### config.mk
export PLATFORM = sky130hd
export DESIGN_NAME = logical_lock_grant_queue_top
export DESIGN_NICKNAME = d
export VERILOG_FILES = /design/src/hw/rtl/llgq_pkg.sv /design/src/hw/rtl/llgq_ram.sv /design/src/hw/rtl/llgq_ctrl.sv /design/src/hw/rtl/llgq_dp.sv /design/src/hw/rtl/logical_lock_grant_queue_top.sv
export SDC_FILE = /design/constraint.sdc
export NUM_CORES = 1
export LEC_CHECK = 0
export BUFFER_PORTS_ARGS = -buffer_cell sky130_fd_sc_hd__buf_4
export CORE_MARGIN = 3
export CORE_UTILIZATION = 33
export CTS_BUF_LIST = sky130_fd_sc_hd__clkbuf_8
export DETAILED_ROUTE_END_ITERATION = 12
export PLACE_DENSITY = 0.5
export RECOVER_POWER = 25
export SYNTH_ARGS = -nofsm -noshare
export SYNTH_HDL_FRONTEND = slang
export SYNTH_HIERARCHICAL = 1
export SYNTH_SLANG_ARGS = --single-unit
### constraint.sdc
create_clock -name i_clk -period 7.7 [get_ports i_clk]
set_input_delay 0.385 -clock i_clk [delete_from_list [all_inputs] [get_ports i_clk]]
set_output_delay 0.385 -clock i_clk [all_outputs]
set_load 0.01 [all_outputs]
### src/hw/rtl/llgq_pkg.sv
// ============================================================================
// llgq_pkg: shared types and constants of the lock grant queue
// Request and result payloads, result kinds, controller states and the
// command and status groups between the controller and the datapath.
// ============================================================================
package llgq_pkg;

    localparam int OWNER_DEPTH_DEF  = 8;
    localparam int WAITER_DEPTH_DEF = 16;
    localparam int MAX_RESULTS      = 16;
    localparam int PC_W             = $clog2(MAX_RESULTS + 1);
    localparam int COMPAT_W         = 16;

    localparam logic [COMPAT_W-1:0] COMPAT_RESET   = 16'd4415;
    localparam logic [1:0]          LOCK_MODE_NONE = 2'd0;

    localparam logic OP_ACQUIRE = 1'b0;
    localparam logic OP_RELEASE = 1'b1;

    typedef enum logic [2:0] {
        KIND_GRANTED   = 3'd0,
        KIND_QUEUED    = 3'd1,
        KIND_REJECTED  = 3'd2,
        KIND_RELEASED  = 3'd3,
        KIND_PROMOTED  = 3'd4,
        KIND_NOT_OWNER = 3'd5
    } t_kind;

    typedef struct packed {
        logic        op;
        logic [15:0] txn_id;
        logic [1:0]  req_mode;
    } t_req;

    typedef struct packed {
        t_kind       kind;
        logic [15:0] promoted_txn;
        logic [1:0]  promoted_mode;
        logic [1:0]  lock_mode;
        logic [3:0]  owner_count;
        logic [4:0]  waiter_count;
        logic        last;
    } t_rsp;

    typedef struct packed {
        logic [15:0] txn;
        logic [1:0]  mode;
    } t_entry;

    localparam int ENTRY_W = $bits(t_entry);

    typedef enum logic [2:0] {
        S_IDLE,
        S_ACQ,
        S_SCAN_RD,
        S_SCAN_CHK,
        S_REL_END,
        S_PRO_RD,
        S_PRO_CHK
    } t_state;

    typedef struct packed {
        logic load;
        logic acq;
        logic scan_chk;
        logic rel_end;
        logic pro_chk;
    } t_cmd;

    typedef struct packed {
        logic scan_more;
        logic found;
        logic mode_changed;
        logic pro_go;
    } t_sts;

    function automatic logic compat_ok(input logic [COMPAT_W-1:0] matrix,
                                       input logic [1:0] held,
                                       input logic [1:0] req);
        return matrix[{held, req}];
    endfunction

endpackage

### src/hw/rtl/llgq_ram.sv
// ============================================================================
// llgq_ram: generic single-port-write, single-port-read RAM
// One write and one registered read per cycle.
// ============================================================================
module llgq_ram
    import llgq_pkg::*;
#(
    parameter int WIDTH = ENTRY_W,
    parameter int DEPTH = OWNER_DEPTH_DEF
) (
    input  logic                                   i_clk,
    input  logic                                   i_we,
    input  logic [((DEPTH > 1) ? $clog2(DEPTH) : 1)-1:0] i_waddr,
    input  logic [WIDTH-1:0]                       i_wdata,
    input  logic [((DEPTH > 1) ? $clog2(DEPTH) : 1)-1:0] i_raddr,
    output logic [WIDTH-1:0]                       o_rdata
);

    logic [WIDTH-1:0] r_mem [DEPTH];
    logic [WIDTH-1:0] r_rdata;

    always_ff @(posedge i_clk) begin
        if (i_we) begin
            r_mem[i_waddr] <= i_wdata;
        end
        r_rdata <= r_mem[i_raddr];
    end

    assign o_rdata = r_rdata;

endmodule

### src/hw/rtl/llgq_ctrl.sv
// ============================================================================
// llgq_ctrl: sequencing controller of the lock grant queue
// Steps a request through acquire, owner scan, release and promotion.
// ============================================================================
module llgq_ctrl
    import llgq_pkg::*;
(
    input  logic i_clk,
    input  logic i_rst_n,
    input  logic i_start,
    input  logic i_op,
    input  t_sts i_sts,
    output t_cmd o_cmd,
    output logic o_busy
);

    t_state r_state;
    t_state n_state;

    always_ff @(posedge i_clk) begin
        if (!i_rst_n) begin
            r_state <= S_IDLE;
        end else begin
            r_state <= n_state;
        end
    end

    always_comb begin
        n_state = r_state;
        case (r_state)
            S_IDLE: begin
                if (i_start) begin
                    n_state = (i_op == OP_RELEASE) ? S_SCAN_RD : S_ACQ;
                end
            end
            S_ACQ: begin
                n_state = S_IDLE;
            end
            S_SCAN_RD: begin
                n_state = i_sts.scan_more ? S_SCAN_CHK : S_REL_END;
            end
            S_SCAN_CHK: begin
                n_state = S_SCAN_RD;
            end
            S_REL_END: begin
                n_state = (i_sts.found && i_sts.mode_changed) ? S_PRO_RD : S_IDLE;
            end
            S_PRO_RD: begin
                n_state = S_PRO_CHK;
            end
            S_PRO_CHK: begin
                n_state = i_sts.pro_go ? S_PRO_RD : S_IDLE;
            end
            default: begin
                n_state = S_IDLE;
            end
        endcase
    end

    always_comb begin
        o_cmd  = '0;
        o_busy = 1'b1;
        case (r_state)
            S_IDLE: begin
                o_busy     = 1'b0;
                o_cmd.load = i_start;
            end
            S_ACQ: begin
                o_cmd.acq = 1'b1;
            end
            S_SCAN_CHK: begin
                o_cmd.scan_chk = 1'b1;
            end
            S_REL_END: begin
                o_cmd.rel_end = 1'b1;
            end
            S_PRO_CHK: begin
                o_cmd.pro_chk = 1'b1;
            end
            default: begin
                o_cmd = '0;
            end
        endcase
    end

endmodule

### src/hw/rtl/llgq_dp.sv
// ============================================================================
// llgq_dp: datapath of the lock grant queue
// Owner table and waiter FIFO memories, counters, held mode, compatibility
// matrix and the result register.
// ============================================================================
module llgq_dp
    import llgq_pkg::*;
#(
    parameter int OWNER_DEPTH  = OWNER_DEPTH_DEF,
    parameter int WAITER_DEPTH = WAITER_DEPTH_DEF
) (
    input  logic                i_clk,
    input  logic                i_rst_n,
    input  t_req                i_req,
    input  logic                i_cfg_we,
    input  logic [COMPAT_W-1:0] i_cfg_data,
    input  t_cmd                i_cmd,
    output t_sts                o_sts,
    output logic                o_rsp_valid,
    output t_rsp                o_rsp
);

    localparam int OA_W = (OWNER_DEPTH > 1) ? $clog2(OWNER_DEPTH) : 1;
    localparam int OC_W = $clog2(OWNER_DEPTH + 1);
    localparam int WA_W = (WAITER_DEPTH > 1) ? $clog2(WAITER_DEPTH) : 1;
    localparam int WC_W = $clog2(WAITER_DEPTH + 1);

    t_req                r_req,      n_req;
    logic [COMPAT_W-1:0] r_compat,   n_compat;
    logic [1:0]          r_held,     n_held;
    logic [OC_W-1:0]     r_own_cnt,  n_own_cnt;
    logic [WC_W-1:0]     r_wait_cnt, n_wait_cnt;
    logic [WA_W-1:0]     r_head,     n_head;
    logic [OC_W-1:0]     r_idx,      n_idx;
    logic                r_found,    n_found;
    logic [1:0]          r_acc,      n_acc;
    logic [PC_W-1:0]     r_pcnt,     n_pcnt;
    logic                r_pend,     n_pend;
    t_rsp                r_pend_rsp, n_pend_rsp;
    t_rsp                r_rsp,      n_rsp;
    logic                r_rsp_vld;

    logic            own_we;
    logic [OA_W-1:0] own_waddr;
    t_entry          own_wdata;
    t_entry          own_rdata;
    logic            wt_we;
    logic [WA_W-1:0] wt_waddr;
    t_entry          wt_wdata;
    t_entry          wt_rdata;

    logic [WC_W:0]   tail_sum;
    logic [WA_W-1:0] head_inc;
    logic [OC_W-1:0] idx_m1;
    logic            acq_ok;
    logic            pro_go;
    logic            e_emit;
    t_kind           e_kind;
    logic [15:0]     e_ptxn;
    logic [1:0]      e_pmode;
    logic            e_last;
    logic            use_pend;
    t_rsp            rsp_now;

    llgq_ram #(
        .WIDTH(ENTRY_W),
        .DEPTH(OWNER_DEPTH)
    ) u_owner_ram (
        .i_clk  (i_clk),
        .i_we   (own_we),
        .i_waddr(own_waddr),
        .i_wdata(own_wdata),
        .i_raddr(r_idx[OA_W-1:0]),
        .o_rdata(own_rdata)
    );

    llgq_ram #(
        .WIDTH(ENTRY_W),
        .DEPTH(WAITER_DEPTH)
    ) u_waiter_ram (
        .i_clk  (i_clk),
        .i_we   (wt_we),
        .i_waddr(wt_waddr),
        .i_wdata(wt_wdata),
        .i_raddr(r_head),
        .o_rdata(wt_rdata)
    );

    always_comb begin
        tail_sum = (WC_W + 1)'(r_head) + (WC_W + 1)'(r_wait_cnt);
        if (tail_sum >= (WC_W + 1)'(WAITER_DEPTH)) begin
            tail_sum = tail_sum - (WC_W + 1)'(WAITER_DEPTH);
        end
        wt_waddr = tail_sum[WA_W-1:0];
        head_inc = (r_head == WA_W'(WAITER_DEPTH - 1)) ? '0 : r_head + 1'b1;
        idx_m1   = r_idx - 1'b1;
    end

    assign acq_ok = compat_ok(r_compat, r_held, r_req.req_mode);
    assign pro_go = (r_pcnt < PC_W'(MAX_RESULTS)) && (r_wait_cnt != '0) &&
                    (r_own_cnt < OC_W'(OWNER_DEPTH)) &&
                    compat_ok(r_compat, r_held, wt_rdata.mode);

    always_comb begin
        n_req      = r_req;
        n_compat   = r_compat;
        n_held     = r_held;
        n_own_cnt  = r_own_cnt;
        n_wait_cnt = r_wait_cnt;
        n_head     = r_head;
        n_idx      = r_idx;
        n_found    = r_found;
        n_acc      = r_acc;
        n_pcnt     = r_pcnt;
        n_pend     = r_pend;
        n_pend_rsp = r_pend_rsp;
        own_we     = 1'b0;
        own_waddr  = r_own_cnt[OA_W-1:0];
        own_wdata  = wt_rdata;
        wt_we      = 1'b0;
        wt_wdata   = '{txn: r_req.txn_id, mode: r_req.req_mode};
        e_emit     = 1'b0;
        e_kind     = KIND_GRANTED;
        e_ptxn     = '0;
        e_pmode    = LOCK_MODE_NONE;
        e_last     = 1'b1;
        use_pend   = 1'b0;

        if (i_cfg_we) begin
            n_compat = i_cfg_data;
        end

        if (i_cmd.load) begin
            n_req   = i_req;
            n_idx   = '0;
            n_found = 1'b0;
            n_acc   = LOCK_MODE_NONE;
        end

        if (i_cmd.acq) begin
            e_emit = 1'b1;
            if (acq_ok) begin
                if (r_own_cnt == OC_W'(OWNER_DEPTH)) begin
                    e_kind = KIND_REJECTED;
                end else begin
                    own_we    = 1'b1;
                    own_wdata = '{txn: r_req.txn_id, mode: r_req.req_mode};
                    n_own_cnt = r_own_cnt + 1'b1;
                    if (r_req.req_mode != LOCK_MODE_NONE) begin
                        n_held = r_req.req_mode;
                    end
                    e_kind = KIND_GRANTED;
                end
            end else if (r_wait_cnt == WC_W'(WAITER_DEPTH)) begin
                e_kind = KIND_REJECTED;
            end else begin
                wt_we      = 1'b1;
                n_wait_cnt = r_wait_cnt + 1'b1;
                e_kind     = KIND_QUEUED;
            end
        end

        if (i_cmd.scan_chk) begin
            n_idx = r_idx + 1'b1;
            if (!r_found && (own_rdata.txn == r_req.txn_id)) begin
                n_found = 1'b1;
            end else begin
                if (own_rdata.mode != LOCK_MODE_NONE) begin
                    n_acc = own_rdata.mode;
                end
                if (r_found) begin
                    own_we    = 1'b1;
                    own_waddr = idx_m1[OA_W-1:0];
                    own_wdata = own_rdata;
                end
            end
        end

        if (i_cmd.rel_end) begin
            if (!r_found) begin
                e_emit = 1'b1;
                e_kind = KIND_NOT_OWNER;
            end else begin
                n_own_cnt = r_own_cnt - 1'b1;
                n_held    = r_acc;
                n_pcnt    = '0;
                n_pend    = 1'b0;
                if (r_acc == r_held) begin
                    e_emit = 1'b1;
                    e_kind = KIND_RELEASED;
                end
            end
        end

        if (i_cmd.pro_chk) begin
            if (pro_go) begin
                own_we     = 1'b1;
                own_wdata  = wt_rdata;
                n_own_cnt  = r_own_cnt + 1'b1;
                n_wait_cnt = r_wait_cnt - 1'b1;
                n_head     = head_inc;
                if (wt_rdata.mode != LOCK_MODE_NONE) begin
                    n_held = wt_rdata.mode;
                end
                n_pcnt  = r_pcnt + 1'b1;
                n_pend  = 1'b1;
                e_kind  = KIND_PROMOTED;
                e_ptxn  = wt_rdata.txn;
                e_pmode = wt_rdata.mode;
                e_last  = 1'b0;
            end else begin
                n_pend = 1'b0;
            end
            if (r_pend) begin
                e_emit   = 1'b1;
                use_pend = 1'b1;
            end else if (!pro_go) begin
                e_emit = 1'b1;
                e_kind = KIND_RELEASED;
            end
        end

        rsp_now = '{kind:          e_kind,
                    promoted_txn:  e_ptxn,
                    promoted_mode: e_pmode,
                    lock_mode:     n_held,
                    owner_count:   4'(n_own_cnt),
                    waiter_count:  5'(n_wait_cnt),
                    last:          e_last};

        if (i_cmd.pro_chk && pro_go) begin
            n_pend_rsp = rsp_now;
        end

        n_rsp = rsp_now;
        if (use_pend) begin
            n_rsp      = r_pend_rsp;
            n_rsp.last = !pro_go;
        end
    end

    always_ff @(posedge i_clk) begin
        if (!i_rst_n) begin
            r_compat   <= COMPAT_RESET;
            r_held     <= LOCK_MODE_NONE;
            r_own_cnt  <= '0;
            r_wait_cnt <= '0;
            r_head     <= '0;
            r_pend     <= 1'b0;
            r_rsp_vld  <= 1'b0;
        end else begin
            r_compat   <= n_compat;
            r_held     <= n_held;
            r_own_cnt  <= n_own_cnt;
            r_wait_cnt <= n_wait_cnt;
            r_head     <= n_head;
            r_pend     <= n_pend;
            r_rsp_vld  <= e_emit;
        end
    end

    always_ff @(posedge i_clk) begin
        r_req      <= n_req;
        r_idx      <= n_idx;
        r_found    <= n_found;
        r_acc      <= n_acc;
        r_pcnt     <= n_pcnt;
        r_pend_rsp <= n_pend_rsp;
        if (e_emit) begin
            r_rsp <= n_rsp;
        end
    end

    assign o_sts.scan_more    = (r_idx < r_own_cnt);
    assign o_sts.found        = r_found;
    assign o_sts.mode_changed = (r_acc != r_held);
    assign o_sts.pro_go       = pro_go;
    assign o_rsp_valid        = r_rsp_vld;
    assign o_rsp              = r_rsp;

    a_acq_one_result: assert property (@(posedge i_clk) disable iff (!i_rst_n)
        i_cmd.acq |=> r_rsp_vld)
        else $error("Acquire step did not produce a result.");

    a_not_owner: assert property (@(posedge i_clk) disable iff (!i_rst_n)
        (i_cmd.rel_end && !r_found) |=>
            (r_rsp_vld && (r_rsp.kind == KIND_NOT_OWNER) && r_rsp.last))
        else $error("Missing owner was not reported.");

    a_promote_moves_entry: assert property (@(posedge i_clk) disable iff (!i_rst_n)
        (i_cmd.pro_chk && pro_go) |=>
            ((r_own_cnt == $past(r_own_cnt) + 1'b1) &&
             (r_wait_cnt == $past(r_wait_cnt) - 1'b1)))
        else $error("Promotion did not move one waiter to the owners.");

    a_same_mode_release: assert property (@(posedge i_clk) disable iff (!i_rst_n)
        (i_cmd.rel_end && r_found && (r_acc == r_held)) |=>
            (r_rsp_vld && (r_rsp.kind == KIND_RELEASED) && r_rsp.last))
        else $error("Release without mode change was not reported.");

endmodule

### src/hw/rtl/logical_lock_grant_queue_top.sv
// ============================================================================
// logical_lock_grant_queue_top: one logical lock with owners and waiters
// A request acquires or releases the lock; each request yields one or more
// results, the last of them flagged.
// ============================================================================
// Usage:
// A request on i_req is taken at a clock edge where start is high and busy
// is low. busy stays high until the last result of that request has been
// issued. Results appear on o_rsp for a single cycle with o_rsp_valid high;
// the receiver cannot stall them and must take each one as it comes.
// An acquire gives its single result from the acquire state, through the
// result register. A release scans the owner table through a memory with
// registered read, in a read step and a check step per owner, then ends the
// scan and settles the mode. If the mode changed, it then reads and checks
// each waiter at the FIFO head in turn, the promoted ones and the one that
// ends promotion. busy is low while the last result is on o_rsp, so the
// next request may be taken at the edge that ends that cycle.
// The compatibility matrix is written through i_cfg_valid / o_cfg_ready /
// i_cfg_data while the block is idle. Reset empties the owner table and the
// waiter FIFO, clears the held mode and loads the matrix reset value.
// ============================================================================
module logical_lock_grant_queue_top
    import llgq_pkg::*;
#(
    parameter int OWNER_DEPTH  = OWNER_DEPTH_DEF,
    parameter int WAITER_DEPTH = WAITER_DEPTH_DEF
) (
    input  logic                i_clk,
    input  logic                i_rst_n,
    input  logic                start,
    output logic                busy,
    input  t_req                i_req,
    output logic                o_rsp_valid,
    output t_rsp                o_rsp,
    input  logic                i_cfg_valid,
    output logic                o_cfg_ready,
    input  logic [COMPAT_W-1:0] i_cfg_data
);

    t_cmd cmd;
    t_sts sts;
    logic ctrl_busy;

    llgq_ctrl u_ctrl (
        .i_clk  (i_clk),
        .i_rst_n(i_rst_n),
        .i_start(start),
        .i_op   (i_req.op),
        .i_sts  (sts),
        .o_cmd  (cmd),
        .o_busy (ctrl_busy)
    );

    llgq_dp #(
        .OWNER_DEPTH (OWNER_DEPTH),
        .WAITER_DEPTH(WAITER_DEPTH)
    ) u_dp (
        .i_clk      (i_clk),
        .i_rst_n    (i_rst_n),
        .i_req      (i_req),
        .i_cfg_we   (i_cfg_valid && !ctrl_busy),
        .i_cfg_data (i_cfg_data),
        .i_cmd      (cmd),
        .o_sts      (sts),
        .o_rsp_valid(o_rsp_valid),
        .o_rsp      (o_rsp)
    );

    assign busy        = ctrl_busy;
    assign o_cfg_ready = !ctrl_busy;

endmodule
==> summary.md, run 1 <==
| Metric | Value |
|---|---|
| Total GRT Usage | `0.1546` |
| Xor/xnor share of the synthesized area | `0.01089` |
| Headroom to the max-slew limit | `0.02621` |
| Clock net sink count | `599` |
| Clock Pin Slew Worst Setup and Hold Paths | `60 ps` |
| Mapped Avg Cell Area | `17.76 um2` |
| CTS tree | `done` |
| Crit-path max cell delay | `1050 ps` |
| Final WS setup | `3328 ps` |
| Post-synth EDFFs | `519` |
| Reg2Reg Setup Slack | `3330 ps` |
| R2R cell count | `9` |
| P_int | `5103 uW` |
| Routed wire length | `59,510 um` |
| DR vias/cell | `5.127` |
| Post-route minimum period | `4372 ps` |
| Crit path max fanout | `26` |
| Yosys reg bits | `599` |
| Cell Pwr Density | `236.3 nW/um2` |
| Fill cell count | `6,665` |
| Largest net degree at the start of global routing | `65` |
| Post-cts resize count | `0` |
| Worst path cell trace | `clkbuf_1 -> mux2i_1 -> nand3_1 -> nand3_1 -> nand4_1 -> inv_1 -> nand3_1 -> nor3_2 -> buf_4` |
| Final setup viols | `0` |
| Setup Buffers After CTS | `0` |
| YS warnings | `6` |
| Final #Nets | `1,597` |
| WP buf/inv | `3` |
| H-Tree Depth | `3` |
| Dominant synthesized flop cell | `edfxtp_1` |
| RSZ-0062 raised after global routing | `no` |
| Worst slew pin tran | `1461 ps` |
| Vias in the first global route | `13.63k` |
| Total gr overflow | `0` |
| Root Driver | `clkbuf_8` |
| Global-route wire length before repair | `88,640 um` |
| Fin Clk Skew | `49.38 ps` |
| Final max-slew violation count | `0` |
| Post-Synth Adder-Cell Area | `0.008612` |
| Worst Path Required | `8080 ps` |
| CTS max path bufs | `3` |
| Clock power share | `0.389` |
| Sw Pwr | `1549 uW` |
| DRT iter0 DRCs | `971` |
| Kind of end point of the critical path | `flip-flop` |
| Die width | `276.3 um` |
| Crit share post-route | `0.5678` |
| Fin Setup TNS | `0 ps` |
| Later-pin clock latency in the skew report | `700 ps` |
| Synth Net Count | `1,413` |
| P_leak | `0.009491 uW` |
| Status | `completed` |
| Share of post-route cells with drive strength above 1 | `0.2149` |
| Synth top area share | `0.6462` |
| Critical path class | `reg2reg` |
| DP Worst Slack | `3650 ps` |
| Nature of the critical path startpoint | `flip-flop` |
| Cell family with most CP delay | `simple AND/OR/NAND/NOR gates` |
| Core box area | `71,980 um2` |
| Post-synthesis cell type count | `72` |
| Initial antenna violation count | `1` |
| CP max-delay cell | `clkbuf_1` |
| Hold Vio Cnt, Final | `0` |
| Drt drc | `0` |
| Critical path arrival | `4750 ps` |
| Routability congestion estimate | `0.7726` |
| CTS Buf Count | `101` |
| Sequential share of power | `0.555` |
| Post-synthesis compound-gate area fraction | `0.05619` |
| Top Ports | `75` |
| Initial Util | `0.3351` |
| Worst vdd ir | `0.0001176 V` |
| Critical path depth in cells | `9` |
| Worst min path class | `in2reg` |
| Maxcap violations | `0` |
| Instance count of the mapped netlist | `1,358` |
| Main combinational cell family by area after synthesis | `multiplexers` |
| Synth Area in Simple Gates | `0.05510` |
| Hold depth | `2` |
| Synth area leaders | `edfxtp_1 (65%), dfxtp_1 (6.6%), mux4_1 (6.3%), mux4_2 (5.0%), a22oi_1 (1.2%)` |
| Via count | `13.20k` |
| Hpwl dp | `34,680 um` |
| CP most frequent cell | `nand3_1` |
| Row Count | `98` |
| Die Y | `276.3 um` |
| Comb pwr share | `0.056` |
| Ys async rst share | `0` |
| Yosys top cell by area | `edfxtp_1` |
| Synth-to-Final Area Change | `16.72%` |
| Die area | `76,360 um2` |
| DR WL/cell | `23.11 um` |
| Detail Route Antenna Nets | `0` |
| Port Buffers | `74` |
| Sequential cell area fraction in the yosys report | `0.7126` |
| Mux contribution to synthesized area | `0.1351` |
| Initial DRT Pass Iterations | `5` |
| Net Sw Frac | `0.2329` |
| Maximum clock rate | `228.7 MHz` |
| Area of the mapped netlist | `24,120 um2` |
## power by group through the flow
stage          sequential, uW  clock [uW]  combinational (uW)
6_report                 3690        2590                 373
5_1_grt                  3700        2850                 409
4_1_cts                  3690        2690                 381
3_5_place_dp             3760           0                 360
3_3_place_gp             3760           0                 356
2_1_floorplan            3730           0                 231
## per-layer routing
metal,global-route usage,up-vias,share of wire
met2,0.2438,415,0.47
met3,0.03403,107,0.052
met1,0.2139,6812,0.46
met4,0.04861,0,0.025
li1,-,5867,-
met5,0,-,0
## through the flow
step / power [uW] / std cells / hold slack (ps) / utilization / cell area, um2
2_1_floorplan: 3960 / 1358 / 435.6 / - / 24120
3_3_place_gp: 4115 / 2346 / 449.8 / 0.3595 / 25880
3_5_place_dp: 4121 / 2346 / 472.6 / 0.3595 / 25880
4_1_cts: 6767 / 2574 / 33.55 / 0.3914 / 28170
5_1_grt: 6961 / 2575 / 48.56 / 0.3911 / 28150
6_report: 6653 / 2575 / 95.89 / 0.3911 / 28150
## flip-flops by register name, summed over array words and instances, names as in the netlist, 2 cells and up
signal,cells
u_ctrl/r_state,3
u_dp/o_rsp,33
u_dp/r_acc,2
u_dp/r_compat,16
u_dp/r_head,4
u_dp/r_held,2
u_dp/r_idx,4
u_dp/r_own_cnt,4
u_dp/r_pcnt,5
u_dp/r_pend_rsp,32
u_dp/r_req,18
u_dp/r_wait_cnt,5
u_dp/u_owner_ram/o_rdata,18
u_dp/u_owner_ram/r_mem,144
u_dp/u_waiter_ram/o_rdata,18
u_dp/u_waiter_ram/r_mem,288
## kinds of logic (layout without fill, tap and decap cells)
kind of cell,count (synthesis),in the layout
flops,599,599
simple gates,258,258
other cells,0,1
buf+inv,104,370
fa+ha+maj,16,16
xor+xnor,30,30
compound gates,190,190
mux,161,161
## layout by cell type, fill, tap and decap left out, types with 5 or more instances in the layout
cell type,count
nor2_4,5
a31oi_1,8
and3_1,11
buf_4,96
clkbuf_8,107
nand4_1,7
and2_1,29
a2bb2oi_1,18
nand3_1,19
edfxtp_1,519
o21ai_0,23
clkinv_2,5
nor3_2,6
nor2_2,15
nand2b_1,12
mux2i_1,27
mux2_2,22
or3_1,6
dlygate4sd3_1,43
xor2_1,7
a21oi_1,23
o22ai_1,20
clkbuf_1,6
a22o_1,16
mux4_2,54
mux4_1,58
clkinv_1,11
nand3b_1,9
nand2_1,69
ha_1,15
a22oi_1,39
clkbuf_4,15
inv_1,78
dfxtp_1,78
xnor2_1,23
nor2_1,37
## worst paths after layout
check | from | endpoint
worst min register to register | u_dp/r_pcnt[3]$_DFF_P_ | u_dp/r_pcnt[4]$_DFF_P_
worst min-delay path | i_rst_n | u_dp/r_own_cnt[0]$_SDFF_PN0_
worst max register to register | u_dp/r_req[1]$_DFFE_PP_ | u_dp/u_waiter_ram/r_mem[12][11]$_DFFE_PP_
worst max-delay path | u_dp/r_req[1]$_DFFE_PP_ | u_dp/u_waiter_ram/r_mem[12][11]$_DFFE_PP_
## cell type report
| class | count | area, um2 | share of cell area |
|---|---|---|---|
| Timing Repair Buffer | 160 | 1286 | 0.04569 |
| Sequential cell | 599 | 17190 | 0.6108 |
| Clock buffer | 107 | 1473 | 0.05232 |
| Clock inverter | 78 | 387.9 | 0.01378 |
| Antenna cell | 1 | 2.502 | 0.00008890 |
| Inverter | 25 | 93.84 | 0.003334 |
| Tap cell | 950 | 1189 | 0.04223 |
| Multi-Input combinational cell | 655 | 6523 | 0.2317 |
## Yosys cell counts (all sizes together), types with 22 or more instances
cell,number
clkbuf,38
o21ai,25
mux4,112
and2,29
nand2,69
edfxtp,519
a22oi,39
mux2i,27
dfxtp,80
a21oi,24
buf,41
inv,24
nor2,57
xnor2,23
mux2,22
## timing repair
action | 4_1_cts | 5_1_grt
endpoints found under the hold margin | 35 | 0
hold buffers | 43 | 0
setup endpoints to repair | 0 | 0
(Power assumes the default switching activity.)
==> run 2: changes to the inputs <==
--- a/config.mk
+++ b/config.mk
@@ -10,7 +10,7 @@
 export CORE_UTILIZATION = 33
 export CTS_BUF_LIST = sky130_fd_sc_hd__clkbuf_8
 export DETAILED_ROUTE_END_ITERATION = 12
-export PLACE_DENSITY = 0.5
+export PLACE_DENSITY = 0.51
 export RECOVER_POWER = 25
 export SYNTH_ARGS = -nofsm -noshare
 export SYNTH_HDL_FRONTEND = slang
==> constraint.sdc (replaced) <==
create_clock -name i_clk -period 3.7 [get_ports i_clk]
set_input_delay 0.185 -clock i_clk [delete_from_list [all_inputs] [get_ports i_clk]]
set_output_delay 0.185 -clock i_clk [all_outputs]
set_load 0.01 [all_outputs]
==> run 2 against run 1 <==
Clock skew is 9.2 ps lower. Count of clock-buffer cells in the layout is 5 higher. Wire length is 0.34% higher. Critical path type unchanged. Worst setup slack worse by 2900 ps. Sequential cell count stayed put.
==> summary.md, run 2 (same netlist as run 1, synthesis figures left out) <==
| Metric | Value |
|---|---|
| Hpwl dp | `37,170 um (+7.2%)` |
| Largest Register | `u_dp/u_waiter_ram/r_mem` |
| Most frequent cells in the layout | `edfxtp_1 (519), buf_4 (130), clkbuf_8 (112)` |
| Core box area | `71,980 um2 (unchanged)` |
| P_leak | `0.009666 uW (+1.8%)` |
| Initial Util | `0.3351 (unchanged)` |
| Fill cell count | `6,533 (-2.0%)` |
| Cell Pwr Density | `489.8 nW/um2 (+110%)` |
| Final max-slew violation count | `0 (unchanged)` |
| Critical path arrival | `3770 ps (-980 ps)` |
| Fin Setup TNS | `0 ps (unchanged)` |
| RSZ-0062 raised after global routing | `no` |
| Share of post-route cells with drive strength above 1 | `0.2308 (+0.01591)` |
| Total gr overflow | `0 (unchanged)` |
| CTS tree | `done` |
| FF-to-FF Start | `u_dp/u_waiter_ram/o_rdata[0]$_DFF_P_` |
| Vias in the first global route | `13.68k (+0.37%)` |
| Top Ports | `75 (unchanged)` |
| Die width | `276.3 um (unchanged)` |
| Final #Nets | `1,638 (+2.6%)` |
| GR Util met1 | `0.2163 (+0.002430)` |
| Maxcap violations | `0 (unchanged)` |
| R2r endpoint | `u_dp/u_owner_ram/r_mem[5][17]$_DFFE_PP_` |
| Reg2Reg Setup Slack | `470 ps (-2860 ps)` |
| Status | `completed` |
| Nature of the critical path startpoint | `flip-flop` |
| Met3 usage | `0.03065 (-0.003378)` |
| Routed wire length | `59,710 um (+0.34%)` |
| Die Y | `276.3 um (unchanged)` |
| CTS max path bufs | `3 (unchanged)` |
| Die area | `76,360 um2 (unchanged)` |
| Global-route wire length before repair | `89,020 um (+0.42%)` |
| Detail Route Antenna Nets | `0 (unchanged)` |
| Met2 Track Usage GR | `0.2469 (+0.003134)` |
| Later-pin clock latency in the skew report | `690 ps (about the same)` |
| Worst Path Required | `4240 ps (-3840 ps)` |
| Worst vdd ir | `0.0002459 V (+110%)` |
| Largest net degree at the start of global routing | `49 (-25%)` |
| Kind of end point of the critical path | `flip-flop` |
| Final hold slack | `207.7 ps (+111.8 ps)` |
| Final setup viols | `0 (unchanged)` |
| Post-route minimum period | `3230 ps (-1142 ps)` |
| Post-layout util | `0.3958 (+0.004711)` |
| Port Buffers | `74 (unchanged)` |
| H-Tree Depth | `3 (unchanged)` |
| Fin Clk Skew | `40.23 ps (-9.153 ps)` |
| R2R cell count | `8 (-1)` |
| Maximum clock rate | `309.6 MHz (+35%)` |
| Clock net sink count | `599 (unchanged)` |
| Hold depth | `4 (+2)` |
| DRT iter0 DRCs | `1,054 (+8.5%)` |
| Synth-to-Final Area Change | `18.12%` |
| Crit path max fanout | `23 (-12%)` |
| Routability congestion estimate | `0.8556 (+11%)` |
| HP Start | `i_cfg_valid` |
| Headroom to the max-slew limit | `0.1890 (+0.1628)` |
| DP Worst Slack | `468.9 ps (-3181 ps)` |
| DR vias/cell | `5.042 (-1.7%)` |
| Drt drc | `0 (unchanged)` |
| Root Driver | `clkbuf_8` |
| Max reg flops | `288 (unchanged)` |
| Row Count | `98 (unchanged)` |
| CTS Buf Count | `100 (-0.99%)` |
| Hold Vio Cnt, Final | `0 (unchanged)` |
| Worst min path class | `in2reg` |
| Critical path class | `reg2reg` |
| Hold Path Sink | `u_dp/r_compat[9]$_SDFFE_PN0P_` |
| Clock Pin Slew Worst Setup and Hold Paths | `60 ps (about the same)` |
| Worst slew pin tran | `1211 ps (-249.6 ps)` |
| Via count | `13.20k (+0.023%)` |
| Final WS setup | `470.0 ps (-2858 ps)` |
| DR WL/cell | `22.80 um (-1.3%)` |
| Total GRT Usage | `0.1551 (+0.0005047)` |
| Initial antenna violation count | `1 (unchanged)` |
| Crit share post-route | `0.8730 (+0.3052)` |
| Top Usage Layer GRT | `met2` |
| Post-cts resize count | `0 (unchanged)` |
| Initial DRT Pass Iterations | `5 (unchanged)` |
| Commonest non-fill, non-tap cell in the layout | `edfxtp_1` |
| Setup Buffers After CTS | `0 (unchanged)` |
-- run 2: how the worst max path moves through the flow --
stage,from,end
final,u_dp/u_waiter_ram/o_rdata[0]$_DFF_P_,u_dp/u_owner_ram/r_mem[5][17]$_DFFE_PP_
after floorplan,u_dp/r_req[0]$_DFFE_PP_,u_dp/u_waiter_ram/r_mem[12][0]$_DFFE_PP_
after global placement,u_dp/u_waiter_ram/o_rdata[0]$_DFF_P_,u_dp/o_rsp[21]$_DFFE_PP_
after global routing,u_dp/r_wait_cnt[1]$_SDFF_PN0_,u_dp/o_rsp[19]$_DFFE_PP_
after detailed placement,u_dp/u_waiter_ram/o_rdata[0]$_DFF_P_,u_dp/u_owner_ram/r_mem[4][17]$_DFFE_PP_
after CTS,u_dp/u_waiter_ram/o_rdata[0]$_DFF_P_,u_dp/u_owner_ram/r_mem[4][17]$_DFFE_PP_
-- run 2: report_power, final --
| part | total, uW | internal, uW | switching [uW] |
|---|---|---|---|
| clock network | 5440 | 2790 | 2650 |
| registers | 7680 | 7520 | 163 |
| logic | 832 | 374 | 458 |
| total | 14000 | 10700 | 3270 |
-- run 2: critical path, cell delays in order (launching register included) --
cell	delay, ps
dfxtp_1	670
mux4_2	570
mux2i_1	220
o32a_2	250
inv_2	200
a21oi_2	450
buf_4	230
a2bb2oi_1	290
buf_4	210
-- run 2: timing repair --
item                                    4_1_cts  5_1_grt
hold endpoints to repair                     45        0
endpoints found under the setup margin        0        0
hold buffers                                 46        0
-- run 2: cell type report --
type	count	area, um2	share of cell area
clock buffer	112	1541	0.05411
sequential	599	17190	0.6036
clock inverter	75	355.3	0.01247
timing repair buffer	202	1615	0.05670
antenna	1	2.502	0.00008784
inverter	25	93.84	0.003294
tap	950	1189	0.04173
multi-input combinational	655	6496	0.2280
-- run 2: routing by layer --
layer | share of wire | vias to the layer above
met5 | 0 | -
met4 | 0.020 | 0
met3 | 0.049 | 85
met2 | 0.47 | 341
met1 | 0.46 | 6819
li1 | - | 5959
-- run 2: per-stage QoR --
| stage | area, um2 | instances | power (uW) |
|---|---|---|---|
| 6_report | 28490 | 2619 | 13950 |
| 5_1_grt | 28490 | 2619 | 14550 |
| 4_1_cts | 28530 | 2618 | 14170 |
| 3_5_place_dp | 26170 | 2385 | 8619 |
| 3_3_place_gp | 26170 | 2385 | 8608 |
| 2_1_floorplan | 24130 | 1358 | 8243 |
